### src/hdl/arpn_pkg.sv
// ---------------------------------------------------------------------------
// arpn_pkg: shared definitions for the auto-ranging pulse normalizer
// Word types, register indexes, reset values and widths used by all files.
// ---------------------------------------------------------------------------
package arpn_pkg;

  localparam int NUM_CHANNELS = 6;
  localparam int CH_IDX_W     = $clog2(NUM_CHANNELS);

  localparam int CFG_IDX_W  = 2;
  localparam int CFG_DATA_W = 16;

  localparam logic [CFG_IDX_W-1:0] REG_VALID_FLOOR = 2'd0;
  localparam logic [CFG_IDX_W-1:0] REG_OUT_SPAN    = 2'd1;

  localparam logic [15:0] LOW_RESET   = 16'd5000;
  localparam logic [15:0] FLOOR_RESET = 16'd500;
  localparam logic [9:0]  SPAN_RESET  = 10'd100;

  // Product of a 16-bit distance and a 10-bit span.
  localparam int MAG_W = 26;
  localparam int CNT_W = $clog2(MAG_W);

  localparam logic [MAG_W-1:0] PCT_POS_LIMIT = MAG_W'(32767);
  localparam logic [MAG_W-1:0] PCT_NEG_LIMIT = MAG_W'(32768);
  localparam logic [15:0]      PCT_MAX_CODE  = 16'h7FFF;
  localparam logic [15:0]      PCT_MIN_CODE  = 16'h8000;

  typedef struct packed {
    logic [2:0]  channel;
    logic [15:0] pulse_width;
  } in_word_t;

  typedef struct packed {
    logic [2:0]         channel_out;
    logic signed [15:0] percent;
    logic               range_invalid;
  } out_word_t;

  // One classified measurement waiting for the divider.
  typedef struct packed {
    logic [2:0]       channel;
    logic             bad;
    logic             neg;
    logic [MAG_W-1:0] mag;
    logic [15:0]      den;
  } job_t;

endpackage

### src/hdl/arpn_front.sv
// ---------------------------------------------------------------------------
// arpn_front: bound tracking and classification
// Holds the configuration and per-channel bounds, updates a known channel's
// bounds on each accepted word and forms the numerator magnitude and divisor.
// ---------------------------------------------------------------------------
module arpn_front (
  input  logic                           clk,
  input  logic                           rst,
  input  logic                           cfg_we,
  input  logic [arpn_pkg::CFG_IDX_W-1:0] cfg_index,
  input  logic [arpn_pkg::CFG_DATA_W-1:0] cfg_data,
  input  logic                           push,
  output logic                           full,
  input  arpn_pkg::in_word_t             item,
  output logic                           job_valid,
  input  logic                           job_full,
  output arpn_pkg::job_t                 job
);

  logic [15:0] low_bound  [arpn_pkg::NUM_CHANNELS];
  logic [15:0] high_bound [arpn_pkg::NUM_CHANNELS];
  logic [15:0] valid_floor;
  logic [9:0]  out_span;

  logic        a_valid;
  logic [2:0]  a_ch;
  logic [15:0] a_w;
  logic [15:0] a_lo;
  logic [15:0] a_hi;
  logic        a_bad;

  logic                          accept;
  logic                          job_push;
  logic                          in_range;
  logic [arpn_pkg::CH_IDX_W-1:0] idx;
  logic [15:0]                   lo_cur;
  logic [15:0]                   hi_cur;
  logic [15:0]                   lo_new;
  logic [15:0]                   hi_new;
  logic [15:0]                   abs_diff;

  assign job_push  = a_valid && !job_full;
  assign full      = a_valid && job_full;
  assign accept    = push && !full;
  assign job_valid = job_push;

  assign idx      = item.channel[arpn_pkg::CH_IDX_W-1:0];
  assign in_range = 32'(item.channel) < arpn_pkg::NUM_CHANNELS;

  always_comb begin
    lo_cur = low_bound[idx];
    hi_cur = high_bound[idx];
    lo_new = lo_cur;
    hi_new = hi_cur;
    if (item.pulse_width > valid_floor && item.pulse_width < lo_cur) begin
      lo_new = item.pulse_width;
    end
    if (item.pulse_width > hi_cur) begin
      hi_new = item.pulse_width;
    end
  end

  always_ff @(posedge clk) begin
    if (rst) begin
      valid_floor <= arpn_pkg::FLOOR_RESET;
      out_span    <= arpn_pkg::SPAN_RESET;
    end else if (cfg_we) begin
      case (cfg_index)
        arpn_pkg::REG_VALID_FLOOR: valid_floor <= cfg_data[15:0];
        arpn_pkg::REG_OUT_SPAN:    out_span    <= cfg_data[9:0];
        default: ;
      endcase
    end
  end

  always_ff @(posedge clk) begin
    if (rst) begin
      for (int k = 0; k < arpn_pkg::NUM_CHANNELS; k++) begin
        low_bound[k]  <= arpn_pkg::LOW_RESET;
        high_bound[k] <= 16'd0;
      end
    end else if (accept && in_range) begin
      low_bound[idx]  <= lo_new;
      high_bound[idx] <= hi_new;
    end
  end

  always_ff @(posedge clk) begin
    if (rst) begin
      a_valid <= 1'b0;
    end else if (accept) begin
      a_valid <= 1'b1;
    end else if (job_push) begin
      a_valid <= 1'b0;
    end
  end

  always_ff @(posedge clk) begin
    if (accept) begin
      a_ch  <= item.channel;
      a_w   <= item.pulse_width;
      a_lo  <= lo_new;
      a_hi  <= hi_new;
      a_bad <= !in_range || !(hi_new > lo_new);
    end
  end

  // The sign of the distance is kept apart so the multiply and the divide
  // both work on magnitudes.
  assign abs_diff = (a_w < a_lo) ? (a_lo - a_w) : (a_w - a_lo);

  always_comb begin
    job.channel = a_ch;
    job.bad     = a_bad;
    job.neg     = a_w < a_lo;
    job.mag     = arpn_pkg::MAG_W'({10'd0, abs_diff} * {16'd0, out_span});
    job.den     = a_hi - a_lo;
  end

endmodule

### src/hdl/arpn_queue.sv
// ---------------------------------------------------------------------------
// arpn_queue: two-entry job queue
// Decouples the bound tracker from the divider.
// ---------------------------------------------------------------------------
module arpn_queue (
  input  logic           clk,
  input  logic           rst,
  input  logic           wr_en,
  input  arpn_pkg::job_t wr_data,
  output logic           full,
  input  logic           rd_en,
  output arpn_pkg::job_t rd_data,
  output logic           empty
);

  arpn_pkg::job_t slots [2];
  logic       wr_ptr;
  logic       rd_ptr;
  logic [1:0] count;

  assign full    = count == 2'd2;
  assign empty   = count == 2'd0;
  assign rd_data = slots[rd_ptr];

  always_ff @(posedge clk) begin
    if (rst) begin
      wr_ptr <= 1'b0;
      rd_ptr <= 1'b0;
      count  <= 2'd0;
    end else begin
      if (wr_en) begin
        wr_ptr <= !wr_ptr;
      end
      if (rd_en) begin
        rd_ptr <= !rd_ptr;
      end
      if (wr_en && !rd_en) begin
        count <= count + 2'd1;
      end else if (rd_en && !wr_en) begin
        count <= count - 2'd1;
      end
    end
  end

  always_ff @(posedge clk) begin
    if (wr_en) begin
      slots[wr_ptr] <= wr_data;
    end
  end

endmodule

### src/hdl/arpn_back.sv
// ---------------------------------------------------------------------------
// arpn_back: divider, saturation and result register
// Divides one job per pass with a one-bit-per-cycle restoring divider and
// holds the finished result until it is popped.
// ---------------------------------------------------------------------------
module arpn_back (
  input  logic                clk,
  input  logic                rst,
  input  logic                job_empty,
  input  arpn_pkg::job_t      job,
  output logic                job_pop,
  output logic                empty,
  input  logic                pop,
  output arpn_pkg::out_word_t result
);

  typedef enum logic [2:0] {
    S_IDLE = 3'b001,
    S_DIV  = 3'b010,
    S_DONE = 3'b100
  } state_t;

  state_t state;
  state_t state_next;

  logic [2:0]                 ch;
  logic                       neg;
  logic                       bad;
  logic [15:0]                den;
  logic [arpn_pkg::MAG_W-1:0] quo;
  logic [15:0]                rem;
  logic [arpn_pkg::CNT_W-1:0] cnt;
  logic                       out_valid;

  logic [16:0] rem_shift;
  logic        fits;
  logic        out_free;
  logic [15:0] pct;

  assign out_free  = !out_valid || pop;
  assign empty     = !out_valid;
  assign job_pop   = (state == S_IDLE) && !job_empty;
  assign rem_shift = {rem, quo[arpn_pkg::MAG_W-1]};
  assign fits      = rem_shift >= {1'b0, den};

  always_comb begin
    state_next = state;
    case (state)
      S_IDLE: begin
        if (!job_empty) begin
          state_next = job.bad ? S_DONE : S_DIV;
        end
      end
      S_DIV: begin
        if (cnt == arpn_pkg::CNT_W'(arpn_pkg::MAG_W - 1)) begin
          state_next = S_DONE;
        end
      end
      S_DONE: begin
        if (out_free) begin
          state_next = S_IDLE;
        end
      end
      default: state_next = S_IDLE;
    endcase
  end

  always_ff @(posedge clk) begin
    if (rst) begin
      state <= S_IDLE;
    end else begin
      state <= state_next;
    end
  end

  always_ff @(posedge clk) begin
    if (job_pop) begin
      ch  <= job.channel;
      neg <= job.neg;
      bad <= job.bad;
      den <= job.den;
      quo <= job.mag;
      rem <= 16'd0;
      cnt <= '0;
    end else if (state == S_DIV) begin
      rem <= fits ? 16'(rem_shift - {1'b0, den}) : rem_shift[15:0];
      quo <= {quo[arpn_pkg::MAG_W-2:0], fits};
      cnt <= cnt + arpn_pkg::CNT_W'(1);
    end
  end

  // Truncation toward zero falls out of dividing magnitudes and negating.
  always_comb begin
    if (bad) begin
      pct = 16'd0;
    end else if (neg) begin
      pct = (quo >= arpn_pkg::PCT_NEG_LIMIT) ? arpn_pkg::PCT_MIN_CODE
                                              : 16'(~quo[15:0] + 16'd1);
    end else begin
      pct = (quo > arpn_pkg::PCT_POS_LIMIT) ? arpn_pkg::PCT_MAX_CODE : quo[15:0];
    end
  end

  always_ff @(posedge clk) begin
    if (rst) begin
      out_valid <= 1'b0;
    end else if (state == S_DONE && out_free) begin
      out_valid <= 1'b1;
    end else if (pop) begin
      out_valid <= 1'b0;
    end
  end

  always_ff @(posedge clk) begin
    if (state == S_DONE && out_free) begin
      result.channel_out   <= ch;
      result.percent       <= pct;
      result.range_invalid <= bad;
    end
  end

endmodule

### src/hdl/auto_ranging_pulse_normalizer_unit.sv
// ---------------------------------------------------------------------------
// auto_ranging_pulse_normalizer_unit: per-channel min/max percent mapping
// Tracks a low and a high bound for each receiver channel and maps every
// measured pulse width onto the bounds as a saturated signed percent.
// ---------------------------------------------------------------------------
//
//   Channel   Ports                            Direction  Handshake
//   -------   -------------------------------  ---------  ------------------
//   input     push, full, item                 in         push && !full
//   result    empty, pop, result               out        pop && !empty
//   config    cfg_we, cfg_index, cfg_data      in         cfg_we, no wait
//
// A word is registered in the bound tracker's stage and moves from there
// into the job queue once the queue has room. The divider then loads a job,
// produces the quotient bits with its one-bit-per-cycle divider and writes
// the result register once that is free; it takes a new job only after it
// has written the last result. A word with an empty or inverted range or an
// unknown channel skips the divide and goes from loading to the result write.
// Reset is synchronous; it restores every low bound to 5000, every high
// bound to zero and the registers to their defaults.
// The job queue holds two words, so the input keeps accepting while the
// divider works and while a finished result waits for pop, until it fills.
//
module auto_ranging_pulse_normalizer_unit (
  input  logic                            clk,
  input  logic                            rst,
  input  logic                            cfg_we,
  input  logic [arpn_pkg::CFG_IDX_W-1:0]  cfg_index,
  input  logic [arpn_pkg::CFG_DATA_W-1:0] cfg_data,
  input  logic                            push,
  output logic                            full,
  input  arpn_pkg::in_word_t              item,
  output logic                            empty,
  input  logic                            pop,
  output arpn_pkg::out_word_t             result
);

  // Jobs flow from the bound tracker through the queue to the divider.
  logic           job_push;
  logic           job_full;
  arpn_pkg::job_t job_in;
  logic           job_pop;
  logic           job_empty;
  arpn_pkg::job_t job_out;

  // The front end updates the bounds as each word is accepted, so the next
  // word of the same channel already sees the new bounds.
  arpn_front u_front (
    .clk       (clk),
    .rst       (rst),
    .cfg_we    (cfg_we),
    .cfg_index (cfg_index),
    .cfg_data  (cfg_data),
    .push      (push),
    .full      (full),
    .item      (item),
    .job_valid (job_push),
    .job_full  (job_full),
    .job       (job_in)
  );

  arpn_queue u_queue (
    .clk     (clk),
    .rst     (rst),
    .wr_en   (job_push),
    .wr_data (job_in),
    .full    (job_full),
    .rd_en   (job_pop),
    .rd_data (job_out),
    .empty   (job_empty)
  );

  // The back end divides the scaled distance by the range and saturates.
  arpn_back u_back (
    .clk       (clk),
    .rst       (rst),
    .job_empty (job_empty),
    .job       (job_out),
    .job_pop   (job_pop),
    .empty     (empty),
    .pop       (pop),
    .result    (result)
  );

endmodule

### config.mk
export PLATFORM = sky130hd
export DESIGN_NAME = auto_ranging_pulse_normalizer_unit
export DESIGN_NICKNAME = d
export VERILOG_FILES = /design/src/hdl/arpn_pkg.sv /design/src/hdl/arpn_front.sv /design/src/hdl/arpn_queue.sv /design/src/hdl/arpn_back.sv /design/src/hdl/auto_ranging_pulse_normalizer_unit.sv
export SDC_FILE = /design/constraint.sdc
export NUM_CORES = 1
export LEC_CHECK = 0
export BUFFER_PORTS_ARGS = -buffer_cell sky130_fd_sc_hd__buf_4
export CORE_MARGIN = 4
export CORE_UTILIZATION = 42
export DETAILED_ROUTE_END_ITERATION = 10
export PLACE_DENSITY = 0.61
export SYNTH_ARGS = -nofsm -noshare
export SYNTH_HDL_FRONTEND = slang
export SYNTH_SLANG_ARGS = --single-unit
### constraint.sdc
create_clock -name clk -period 9.6 [get_ports clk]
set_input_delay 1.44 -clock clk [delete_from_list [all_inputs] [get_ports clk]]
set_output_delay 1.44 -clock clk [all_outputs]
set_load 0.005 [all_outputs]
==> results of run 1 <==
per-stage QoR:
step                      hold slack [ns]  setup WS, ns  power, mW  cells  util [%]
after floorplan                     0.400          2.17       7.79   2924         -
after global placement              0.408          1.23       9.26   3911      44.7
after detailed placement            0.406          1.09       9.39   3911      44.7
after CTS                           0.420          1.09       11.7   4017      47.2
after global routing                0.426         0.456       12.5   4017      47.2
final                               0.416          1.10       11.6   4018      47.2
flip-flops by register name, summed over array words and instances (netlist names), 2 cells and up, named ones only:
register and cells:
u_front.low_bound 128, u_back.state 3, u_back.result 20, u_back.rem 16
u_front.a_ch 3, u_front.valid_floor 16, u_front.a_w 16, u_queue.count 2
u_front.a_hi 16, u_front.a_lo 16, u_front.out_span 10, u_back.ch 3
u_queue.slots 94, u_back.quo 26, u_back.den 16, u_back.cnt 5
u_front.high_bound 128
power by group:
group	internal [mW]	total, mW	switching [mW]
combinational	2.21	5.90	3.69
sequential	3.30	3.48	0.178
clock	1.31	2.23	0.924
worst max-delay path by stage:
stage,slack (ns),startpoint,cells past startpoint,endpoint
2_1_floorplan,2.17,u_front.a_w[0],26,u_queue.slots[0][41]
3_3_place_gp,1.23,u_front.a_w[0],28,u_queue.slots[0][41]
3_5_place_dp,1.09,u_front.a_w[0],28,u_queue.slots[1][41]
4_1_cts,1.09,u_front.a_lo[1],26,u_queue.slots[1][41]
5_1_grt,0.46,u_front.a_lo[13],23,u_queue.slots[1][41]
6_report,1.10,u_front.a_lo[1],26,u_queue.slots[1][41]
critical path: stages (launching register included):
cell and delay, ns:
sky130_fd_sc_hd__edfxtp_1 0.46, sky130_fd_sc_hd__inv_1 0.14, sky130_fd_sc_hd__fa_1 0.45, sky130_fd_sc_hd__a21oi_1 0.17
sky130_fd_sc_hd__o21bai_1 0.15, sky130_fd_sc_hd__a2111oi_4 0.52, sky130_fd_sc_hd__o21ai_4 0.22, sky130_fd_sc_hd__inv_4 0.42
sky130_fd_sc_hd__a211oi_1 0.17, sky130_fd_sc_hd__nor3_1 0.60, sky130_fd_sc_hd__o21ai_0 0.23, sky130_fd_sc_hd__fa_1 0.60
sky130_fd_sc_hd__inv_1 0.05, sky130_fd_sc_hd__fa_1 0.49, sky130_fd_sc_hd__inv_1 0.05, sky130_fd_sc_hd__fa_1 0.47
sky130_fd_sc_hd__inv_1 0.06, sky130_fd_sc_hd__fa_1 0.52, sky130_fd_sc_hd__inv_1 0.05, sky130_fd_sc_hd__fa_1 0.53
sky130_fd_sc_hd__inv_1 0.04, sky130_fd_sc_hd__ha_1 0.34, sky130_fd_sc_hd__o21a_1 0.19, sky130_fd_sc_hd__a2111oi_2 0.47
sky130_fd_sc_hd__nor4_1 0.19, sky130_fd_sc_hd__or2_2 0.35, sky130_fd_sc_hd__a211o_1 0.29
area by class of cell:
class	instances	area [sq um]
flip-flops and latches	526	15200
repair buffers	106	796
clock inverters	31	304
multi-input cells	2002	16500
fillers	6989	41000
inverters	237	892
clock buffers	75	1640
diodes	1	2.50
well taps	1040	1300
layer usage:
metal	global-route usage, %	wire, um	vias up	part of all wire, %
met4	6.45	2870	0	3.3
met5	0	0	-	0
met3	2.82	4690	149	5.4
met2	35.1	42100	603	48
li1	-	-	10746	-
met1	28.5	37900	11652	43
cells in the final DEF (no fill, tap or decap), drive strengths merged, types with 75 or more instances in the layout:
| cell type | instances |
|---|---|
| fa | 114 |
| o21ai | 128 |
| a211oi | 183 |
| a21oi | 135 |
| edfxtp | 469 |
| clkbuf | 75 |
| ha | 190 |
| mux2i | 77 |
| inv | 230 |
| nand2 | 202 |
| nor2 | 134 |
| buf | 106 |
cell families (layout without fill, tap and decap cells):
family	Yosys count	count (layout)
xor gates and xnor gates	51	51
AOI/OAI and AO/OA	654	654
adders and majority gates	304	304
muxes	186	186
buffers and inverters	396	449
and+or+nand+nor	743	743
DFF	526	526
other	1	65
==> impl_summary.txt, run 1 <==
----------------------------------------------------
[Synthesis]
  Gate Count Post-Synth ... 2861
  Basic-gate share of the synthesized area counting and, or, nand and nor cells ... 11.9%
  Adder and majority cell fraction of the synthesized area ... 14.1%
  Count of state elements after synthesis ... 526
  Synthesis warning total ... 0
  Synth area leaders ... sky130_fd_sc_hd__edfxtp_1, sky130_fd_sc_hd__ha_1, sky130_fd_sc_hd__fa_1
  Cell with the most instances after synthesis ... sky130_fd_sc_hd__edfxtp_1
  Dominant synthesized flop cell ... sky130_fd_sc_hd__edfxtp_1
  Post-synthesis xor/xnor area fraction ... 1.49%
  Top cells by count, synth ... sky130_fd_sc_hd__edfxtp_1, sky130_fd_sc_hd__inv_1, sky130_fd_sc_hd__nand2_1
  Share of the synthesized area in the top cell type ... 42.6%
  Multiplexer share of the synthesized area ... 8.30%
  Count of different cell masters after synthesis ... 97
  Mean instance size in the synthesized netlist ... 11.6 sq um
  Synth Area in Compound Gates ... 13.4%
  Post-synth EDFFs ... 469
  Area of the mapped netlist ... 33100 sq um
  Cell taking the most area after synthesis ... sky130_fd_sc_hd__edfxtp_1
  Proportion of register bits with asynchronous set or reset after synthesis ... 0%
  Largest family of logic cells by synthesized area ... adder cells
  Sequential element share of the synthesized area ... 46.0%

[Cells and area]
  Fin nets ... 3277
  Signed area change from the synthesized netlist to the final layout ... 10.9%
  Area of all placed cells without fillers ... 36700 sq um
  Share of cells above drive strength 1 ... 12.7%

[Detailed routing]
  Number of routed nets with antenna violations ... 0
  Via Count ... 23150
  Average routed wire per standard cell ... 21.8 um
  Detailed-route wire length ... 87600 um
  Initial DRT Pass Iterations ... 5
  Avg Vias per Cell ... 5.76
  Number of remaining DRC errors ... 0
  DRC violation total after the first TritonRoute iteration ... 2196

[Timing]
  Final clock skew ... 0.0548 ns
  Actual slew at the worst max-slew pin ... 1.22 ns
  Slew Limit Fails ... 0
  Final hold vios ... 0
  Setup repair after global routing missed its margin ... false
  FMAX ... 0.118 GHz
  Final setup violating endpoints ... 0
  Fin crit period ... 8.50 ns
  Period utilisation layout ... 88.6%
  Final-layout setup total negative slack ... 0 ns
  Max-slew headroom at the worst pin ... 18.8%

[GRT]
  Pin count of the biggest net entering global routing ... 78
  Wire length of the first global-routing pass ... 136000 um
  Global routing usage summed across all routing layers ... 21.0%
  Congestion Overflow GR ... 0
  Number of antenna violations at the first check in global routing ... 0
  Vias in the first global route ... 23267

[CTS]
  CTS tree ... built
  Hold-fix buffer count after cts ... 0
  Clock insertion delay at the later pin of the skew report ... 0.64 ns
  H-tree level count ... 2
  # clock sinks ... 526
  Number of gates given a new drive strength after cts ... 0
  Clock root buffer ... sky130_fd_sc_hd__clkbuf_16
  Maximum root-to-sink buffer count ... 3
  Clk pin slew, worst setup/hold paths ... 0.06 ns
  Post CTS Setup Buffer Count ... 0
  Clock buffer count from CTS ... 58

[Placed design]
  Final HPWL from detailed placement ... 61700 um
  Final Wtd Congestion ... 0.878
  Post-place instance area ... 34700 sq um
  IO buf count ... 63

[Critical path]
  Reg2Reg Launch Point ... u_front.a_lo[1]
  Worst Setup End Kind ... flop
  Category of the worst setup path launch point ... flop
  Setup CP Type ... reg -> reg
  Count of cells along the worst register-to-register path ... 26
  Worst-path maximum fanout ... 46
  Worst-case register-to-register setup slack ... 1.10 ns
  WP data arrival ... 8.84 ns
  Required time at the worst-slack endpoint ... 9.93 ns
  Worst R2R End ... u_queue.slots[1][41]

[Outcome]
  Outcome ... completed

[Die]
  Number of cell rows ... 102
  Die outline area ... 83300 sq um
  Die height ... 289 um
  Horiz. Die Dim ... 289 um
  Area inside the core boundary ... 77700 sq um
  Initial cell density of the core ... 42.5%
  Number of ports placed on the die boundary ... 64

[Worst hold path]
  Worst hold path type ... reg -> reg
  Hold Crit Endpoint ... u_back.result[18]
  Worst Hold Launch ... u_back.ch[1]
  Hold Path Cell Cnt ... 0

[Power and ir drop]
  Max VDD drop ... 0.000410 V
  Static power due to leakage ... 14.2 nW
  Power density relative to cell area ... 317 nW/um^2

[Job]
  Max cap viols ... 0

----------------------------------------------------
Power figures use the tool's default switching activity.
==> inputs of run 2 (changes only) <==
Settings changed: PLACE_DENSITY 0.61 to 0.68.
==> run 2 against run 1 <==
Fmax shrank 0.70%. Cell count grew 0.12%. Setup slack lost 0.060 ns. Routed wire length shrank 9.5%. Critical path type unchanged.
==> impl_summary.txt, run 2 (synthesis results as in run 1) <==
----------------------------------------------------
[Worst hold path]
  Worst hold path type ... reg -> reg
  Worst Hold Launch ... u_back.ch[0]

[Critical path]
  CP delay by family, top ... adder cells
  Required time at the worst-slack endpoint ... 9.96 ns (+0.03 ns)
  Setup CP Type ... reg -> reg
  Stage delay of the slowest cell on the critical path ... 0.80 ns (+0.20 ns)
  WP data arrival ... 8.93 ns (+0.09 ns)
  Slowest cell on crit path ... sky130_fd_sc_hd__ha_1
  Most numerous cell on the critical path ... sky130_fd_sc_hd__fa_1
  Worst-path maximum fanout ... 43 (-6.5%)
  Category of the worst setup path launch point ... flop
  Crit. Startpoint ... u_front.a_lo[13]
  Reg2Reg Launch Point ... u_front.a_lo[13]
  Worst Setup End Kind ... flop
  Buffering stage count on the worst path with inverters included ... 5 (-2)
  Cell Chain, Critical Path ... inv_1 -> ha_1 -> nand4_1 -> a211o_1 -> o21ai_4 -> buf_4 -> nor3_1 -> nor3_1 -> o21ai_0 -> fa_1 -> inv_1 -> fa_1 -> fa_1 -> fa_1 -> inv_1 -> fa_1 -> inv_1 -> ha_1 -> a211oi_1 -> nand2_1 -> a2111oi_2 -> nor4_1 -> or2_2 -> a211o_1

[CTS]
  Post CTS Setup Buffer Count ... 0 (unchanged)
  Maximum root-to-sink buffer count ... 3 (unchanged)
  Clock buffer count from CTS ... 56 (-3.4%)
  Hold-fix buffer count after cts ... 0 (unchanged)
  CTS tree ... built
  # clock sinks ... 526 (unchanged)
  Number of gates given a new drive strength after cts ... 0 (unchanged)
  H-tree level count ... 2 (unchanged)
  Clock insertion delay at the later pin of the skew report ... 0.66 ns (+0.02 ns)
  Clock root buffer ... sky130_fd_sc_hd__clkbuf_16
  Clk pin slew, worst setup/hold paths ... 0.06 ns (about the same)

[Cells and area]
  Commonest cells after routing, fill and taps aside ... sky130_fd_sc_hd__edfxtp_1, sky130_fd_sc_hd__inv_1, sky130_fd_sc_hd__nand2_1
  Fill cell instance count of the final layout ... 7015 (+0.37%)
  Flip-flop and latch area ... 15200 sq um (unchanged)
  Top Registers ... u_front.high_bound: 128 flops, u_front.low_bound: 128 flops, u_queue.slots: 94 flops
  Diode insertion count for antenna repair ... 0 (-1)
  Fin nets ... 3281 (+0.12%)
  Area of all placed cells without fillers ... 36600 sq um (-0.19%)
  Share of cells above drive strength 1 ... 12.8% (+0.11 points)
  Count of non-filler cells in the finished layout ... 4023 (+0.12%)
  Signed area change from the synthesized netlist to the final layout ... 10.7%
  Most common library cell in the layout ignoring fill and taps ... sky130_fd_sc_hd__edfxtp_1
  Multi-input combinational cell area ... 16500 sq um (about the same)

[Power and ir drop]
  Power density relative to cell area ... 311 nW/um^2 (-1.9%)
  Static power due to leakage ... 14.1 nW (-0.17%)
  Max VDD drop ... 0.000484 V (+18%)
  Total power after layout ... 11.4 mW (-2.1%)

[Timing]
  FMAX ... 0.117 GHz (-0.70%)
  Fin crit period ... 8.56 ns (+0.0603 ns)
  Period utilisation layout ... 89.2% (+0.63 points)
  Slew Limit Fails ... 0 (unchanged)
  Max-slew headroom at the worst pin ... 21.8% (+2.9 points)
  Actual slew at the worst max-slew pin ... 1.17 ns (-0.0437 ns)
  Final setup violating endpoints ... 0 (unchanged)
  Final hold vios ... 0 (unchanged)
  Worst Slack Setup Final ... 1.04 ns (-0.0603 ns)
  Final-layout setup total negative slack ... 0 ns (unchanged)
  Setup repair after global routing missed its margin ... false
  Final clock skew ... 0.0830 ns (+0.0282 ns)

[Detailed routing]
  Initial DRT Pass Iterations ... 5 (unchanged)
  Detailed-route wire length ... 79300 um (-9.5%)
  DRC violation total after the first TritonRoute iteration ... 1942 (-12%)
  Average routed wire per standard cell ... 19.7 um (-9.6%)
  Number of routed nets with antenna violations ... 0 (unchanged)
  Avg Vias per Cell ... 5.69 (-1.3%)
  Number of remaining DRC errors ... 0 (unchanged)
  Via Count ... 22877 (-1.2%)

[Die]
  Area inside the core boundary ... 77700 sq um (unchanged)
  Die height ... 289 um (unchanged)
  Horiz. Die Dim ... 289 um (unchanged)
  Number of cell rows ... 102 (unchanged)
  Initial cell density of the core ... 42.5% (unchanged)
  Number of ports placed on the die boundary ... 64 (unchanged)
  Die outline area ... 83300 sq um (unchanged)

[Job]
  Max cap viols ... 0 (unchanged)

[Placed design]
  Post-place instance area ... 34800 sq um (+0.15%)
  Final Wtd Congestion ... 0.871 (-0.76%)
  Final HPWL from detailed placement ... 54300 um (-12%)
  DP Cell Count ... 3917 (+0.15%)
  Minimum setup slack after placement ... 1.16 ns (+0.0727 ns)
  IO buf count ... 63 (unchanged)

[Outcome]
  Outcome ... completed

[GRT]
  Number of antenna violations at the first check in global routing ... 1 (+1)
  Congestion Overflow GR ... 0 (unchanged)
  Wire length of the first global-routing pass ... 126000 um (-7.4%)
  Pin count of the biggest net entering global routing ... 67 (-14%)
  Global routing usage summed across all routing layers ... 19.0% (-2.0 points)
  Vias in the first global route ... 22167 (-4.7%)

----------------------------------------------------
## run 2: changes by cell type in the layout (fill, tap and decap cells not counted), sizes merged
cell,delta
buf,+6
clkinvlp,-3
clkbuf,-7
bufinv,-2
clkinv,+13
inv,-1
diode,-1
## run 2: metal layers
layer | share of wire (%) | vias to the layer above | track usage [%]
met1 | 46 | 11190 | 28.2
met5 | 0 | - | 0
li1 | - | 10744 | -
met3 | 7.0 | 122 | 2.90
met2 | 45 | 821 | 29.7
met4 | 2.0 | 0 | 4.11
## run 2: cell type report
type                    count  share of cell area (%)
well taps                1040                    3.56
inverters                 237                    2.44
clock buffers              68                    4.06
multi-input cells        2002                    45.1
repair buffers            112                    2.30
flip-flops and latches    526                    41.6
clock inverters            38                   0.902
## run 2: worst reg2reg max path, stage by stage, from the launching register on
cell and delay (ns):
sky130_fd_sc_hd__edfxtp_1 0.34, sky130_fd_sc_hd__inv_1 0.06, sky130_fd_sc_hd__ha_1 0.80, sky130_fd_sc_hd__nand4_1 0.30, sky130_fd_sc_hd__a211o_1 0.33, sky130_fd_sc_hd__o21ai_4 0.33, sky130_fd_sc_hd__buf_4 0.44, sky130_fd_sc_hd__nor3_1 0.17
sky130_fd_sc_hd__nor3_1 0.61, sky130_fd_sc_hd__o21ai_0 0.26, sky130_fd_sc_hd__fa_1 0.57, sky130_fd_sc_hd__inv_1 0.05, sky130_fd_sc_hd__fa_1 0.52, sky130_fd_sc_hd__fa_1 0.44, sky130_fd_sc_hd__fa_1 0.54, sky130_fd_sc_hd__inv_1 0.05
sky130_fd_sc_hd__fa_1 0.53, sky130_fd_sc_hd__inv_1 0.04, sky130_fd_sc_hd__ha_1 0.25, sky130_fd_sc_hd__a211oi_1 0.23, sky130_fd_sc_hd__nand2_1 0.12, sky130_fd_sc_hd__a2111oi_2 0.49, sky130_fd_sc_hd__nor4_1 0.19, sky130_fd_sc_hd__or2_2 0.34
sky130_fd_sc_hd__a211o_1 0.28
## run 2: path summary, 6_finish.rpt
check                              end  slack [ns]  cells past startpoint
hold / removal       u_back.result[17]        0.42                      0
setup reg to reg  u_queue.slots[1][41]        1.04                     24
setup / recovery  u_queue.slots[1][41]        1.04                     24
hold reg to reg      u_back.result[17]        0.42                      0
## run 2: power by group
part / leakage, nW / switching (mW) / internal [mW]
Sequential: 4.97 / 0.168 / 3.30
Clock: 0.897 / 0.932 / 1.17
Combinational: 8.27 / 3.63 / 2.17
## run 2: through the flow
step	utilization, %	hold slack (ns)
global route	47.1	0.435
global placement	44.8	0.403
finish	47.1	0.417
CTS	47.1	0.421
detailed placement	44.8	0.406
floorplan	-	0.400
==> inputs of run 3 (changes only) <==
Settings changed: CAP_MARGIN from default to 5, CORE_UTILIZATION 42 to 40, PLACE_DENSITY 0.68 to 0.66, TNS_END_PERCENT from default to 20.
==> run 3 against run 2 <==
Cell area barely moved. Sequential power barely moved. Combinational power barely moved. Global-route usage fell by 0.81 points. Register-to-register slack improved by 0.16 ns. Fmax rose by 2.0%.
==> impl_summary.txt, run 3 (synthesis results as in run 1) <==
----------------------------------------------------
[Timing]
  Period utilisation layout ... 87.5% (-1.7 points)
  Final-layout setup total negative slack ... 0 ns (unchanged)
  Fin crit period ... 8.40 ns (-0.164 ns)
  Setup repair after global routing missed its margin ... false
  Final setup violating endpoints ... 0 (unchanged)
  Actual slew at the worst max-slew pin ... 1.19 ns (+0.0173 ns)
  Hold slack final ... 0.395 ns (-0.0225 ns)
  Final clock skew ... 0.106 ns (+0.0228 ns)
  Final hold vios ... 0 (unchanged)
  FMAX ... 0.119 GHz (+2.0%)
  Slew Limit Fails ... 0 (unchanged)
  Max-slew headroom at the worst pin ... 20.5% (-1.3 points)

[Cells and area]
  Multi-input combinational cell area ... 16500 sq um (about the same)
  Fin nets ... 3276 (-0.15%)
  Share of cells above drive strength 1 ... 12.5% (-0.33 points)
  Count of non-filler cells in the finished layout ... 4044 (+0.52%)
  Fill cell instance count of the final layout ... 7574 (+8.0%)
  Final core occ ... 44.6% (-2.5 points)
  Diode insertion count for antenna repair ... 0 (unchanged)
  Flip-flop and latch area ... 15200 sq um (unchanged)
  Signed area change from the synthesized netlist to the final layout ... 10.7% (about the same)
  Most common library cell in the layout ignoring fill and taps ... sky130_fd_sc_hd__edfxtp_1
  Commonest cells after routing, fill and taps aside ... sky130_fd_sc_hd__edfxtp_1, sky130_fd_sc_hd__inv_1, sky130_fd_sc_hd__nand2_1
  Top Registers ... u_front.high_bound: 128 flops, u_front.low_bound: 128 flops, u_queue.slots: 94 flops

[Power and ir drop]
  Share of total power consumed by net switching ... 41.6% (-0.042 points)
  Part of the power in combinational logic ... 51.0% (about the same)
  Fraction of power consumed by sequential logic ... 30.7% (+0.2 points)
  Static power due to leakage ... 14.1 nW (-0.36%)
  Power spent charging and discharging nets ... 4.72 mW (-0.22%)
  Max VDD drop ... 0.000538 V (+11%)
  Share of power burned in the clock network ... 18.4% (about the same)
  Internal power of the cells ... 6.64 mW (about the same)
  Power density relative to cell area ... 310 nW/um^2 (about the same)

[Critical path]
  Worst R2R End ... u_queue.slots[0][41]
  Category of the worst setup path launch point ... flop
  Cell Chain, Critical Path ... inv_1 -> ha_1 -> o21ai_1 -> a211o_1 -> o21ai_4 -> buf_4 -> a21oi_1 -> o21bai_1 -> nand3_1 -> fa_1 -> inv_1 -> fa_1 -> fa_1 -> fa_1 -> inv_1 -> fa_1 -> inv_1 -> ha_1 -> a211oi_1 -> nand2_1 -> a2111oi_2 -> nor4_1 -> or2_2 -> a211o_1
  Stage delay of the slowest cell on the critical path ... 0.79 ns (about the same)
  Reg2Reg Launch Point ... u_front.a_lo[7]
  Setup CP Type ... reg -> reg
  CP delay by family, top ... adder cells
  Worst-case register-to-register setup slack ... 1.20 ns (+0.16 ns)
  WP data arrival ... 8.76 ns (-0.17 ns)
  Most numerous cell on the critical path ... sky130_fd_sc_hd__fa_1
  Crit. Startpoint ... u_front.a_lo[7]
  Worst Setup End Kind ... flop
  Count of cells along the worst register-to-register path ... 24 (unchanged)
  Worst-path maximum fanout ... 50 (+16%)
  Required time at the worst-slack endpoint ... 9.96 ns (about the same)
  Slowest cell on crit path ... sky130_fd_sc_hd__ha_1
  Buffering stage count on the worst path with inverters included ... 5 (unchanged)

[Detailed routing]
  Via Count ... 22711 (-0.73%)
  Average routed wire per standard cell ... 19.7 um (-0.27%)
  Number of remaining DRC errors ... 0 (unchanged)
  Detailed-route wire length ... 79500 um (+0.25%)
  Number of routed nets with antenna violations ... 0 (unchanged)
  DRC violation total after the first TritonRoute iteration ... 1831 (-5.7%)
  Initial DRT Pass Iterations ... 5 (unchanged)
  Avg Vias per Cell ... 5.62 (-1.2%)

[CTS]
  Clock root buffer ... sky130_fd_sc_hd__clkbuf_16
  Clock insertion delay at the later pin of the skew report ... 0.67 ns (about the same)
  H-tree level count ... 2 (unchanged)
  Post CTS Setup Buffer Count ... 0 (unchanged)
  Hold-fix buffer count after cts ... 0 (unchanged)
  Clock buffer count from CTS ... 55 (-1.8%)
  Number of gates given a new drive strength after cts ... 0 (unchanged)
  CTS tree ... built
  # clock sinks ... 526 (unchanged)
  Maximum root-to-sink buffer count ... 3 (unchanged)
  Clk pin slew, worst setup/hold paths ... 0.06 ns (about the same)

[Placed design]
  Final HPWL from detailed placement ... 54800 um (+0.93%)
  Final Wtd Congestion ... 0.928 (+6.5%)
  IO buf count ... 63 (unchanged)
  DP Cell Count ... 3943 (+0.66%)

[Outcome]
  Outcome ... completed

[Die]
  Initial cell density of the core ... 40.3% (-2.2 points)
  Number of ports placed on the die boundary ... 64 (unchanged)
  Die outline area ... 87300 sq um (+4.9%)
  Number of cell rows ... 105 (+2.9%)
  Die height ... 295 um (+2.4%)
  Horiz. Die Dim ... 295 um (+2.4%)
  Area inside the core boundary ... 82000 sq um (+5.5%)

[GRT]
  M2 GR Usage ... 28.2% (-1.6 points)
  Wire length of the first global-routing pass ... 126000 um (about the same)
  Congestion Overflow GR ... 0 (unchanged)
  Vias in the first global route ... 22015 (-0.69%)
  GRT met3 Usage ... 3.28% (+0.38 points)
  Pin count of the biggest net entering global routing ... 58 (-13%)
  Global routing usage summed across all routing layers ... 18.2% (-0.81 points)
  Global routing usage on met1 ... 26.6% (-1.5 points)
  Busiest metal layer after global routing ... met2
  Number of antenna violations at the first check in global routing ... 1 (unchanged)

[Worst hold path]
  Hold Crit Endpoint ... u_queue.slots[0][44]
  Hold Path Cell Cnt ... 0 (unchanged)
  Worst hold path type ... reg -> reg
  Worst Hold Launch ... u_front.a_ch[0]

[Job]
  Max cap viols ... 0 (unchanged)

----------------------------------------------------
## run 3: cell types whose count changed in the layout (fill, tap and decap cells not counted), moves of 2 or more
cell,change
sky130_fd_sc_hd__clkinv_2,-6
sky130_fd_sc_hd__clkbuf_8,-2
sky130_fd_sc_hd__clkinv_1,+2
sky130_fd_sc_hd__bufinv_16,+2
sky130_fd_sc_hd__buf_4,-5
sky130_fd_sc_hd__clkbuf_16,-2
## run 3: per-layer routing
metal / vias up / share of wire [%]
met5: - / 0
met4: 0 / 2.3
met3: 129 / 7.1
met2: 785 / 44
met1: 11073 / 46
li1: 10724 / -
## run 3: worst max-delay path by stage
stage          cells after the start                   end  slack [ns]
2_1_floorplan                     26  u_queue.slots[0][41]        2.17
3_3_place_gp                      24  u_queue.slots[0][41]        1.42
3_5_place_dp                      24  u_queue.slots[1][41]        1.25
4_1_cts                           23  u_queue.slots[0][41]        1.24
5_1_grt                           24  u_queue.slots[0][41]        0.56
6_report                          24  u_queue.slots[0][41]        1.20
## run 3: area by class of cell
class                      count  share of cell area (%)
clock buffer                  65                    3.86
sequential                   526                    41.6
timing repair buffer         108                    2.25
multi-input combinational   2002                    45.2
clock inverter                36                   0.995
tap                         1070                    3.66
inverter                     237                    2.44
## run 3: power by group through the flow
stage               Sequential, mW  Clock [mW]  Combinational (mW)
floorplan                     3.44           0                4.34
global placement              3.52           0                5.64
detailed placement            3.53           0                5.70
CTS                           3.49        2.13                5.76
global route                  3.52        2.23                6.58
finish                        3.48        2.09                5.79
## run 3: metrics by stage
step | instance area, sq um | power, mW | setup WS [ns]
floorplan | 33300 | 7.79 | 2.17
global placement | 34800 | 9.16 | 1.42
detailed placement | 34800 | 9.24 | 1.25
CTS | 36600 | 11.4 | 1.24
global route | 36600 | 12.3 | 0.558
finish | 36600 | 11.4 | 1.20
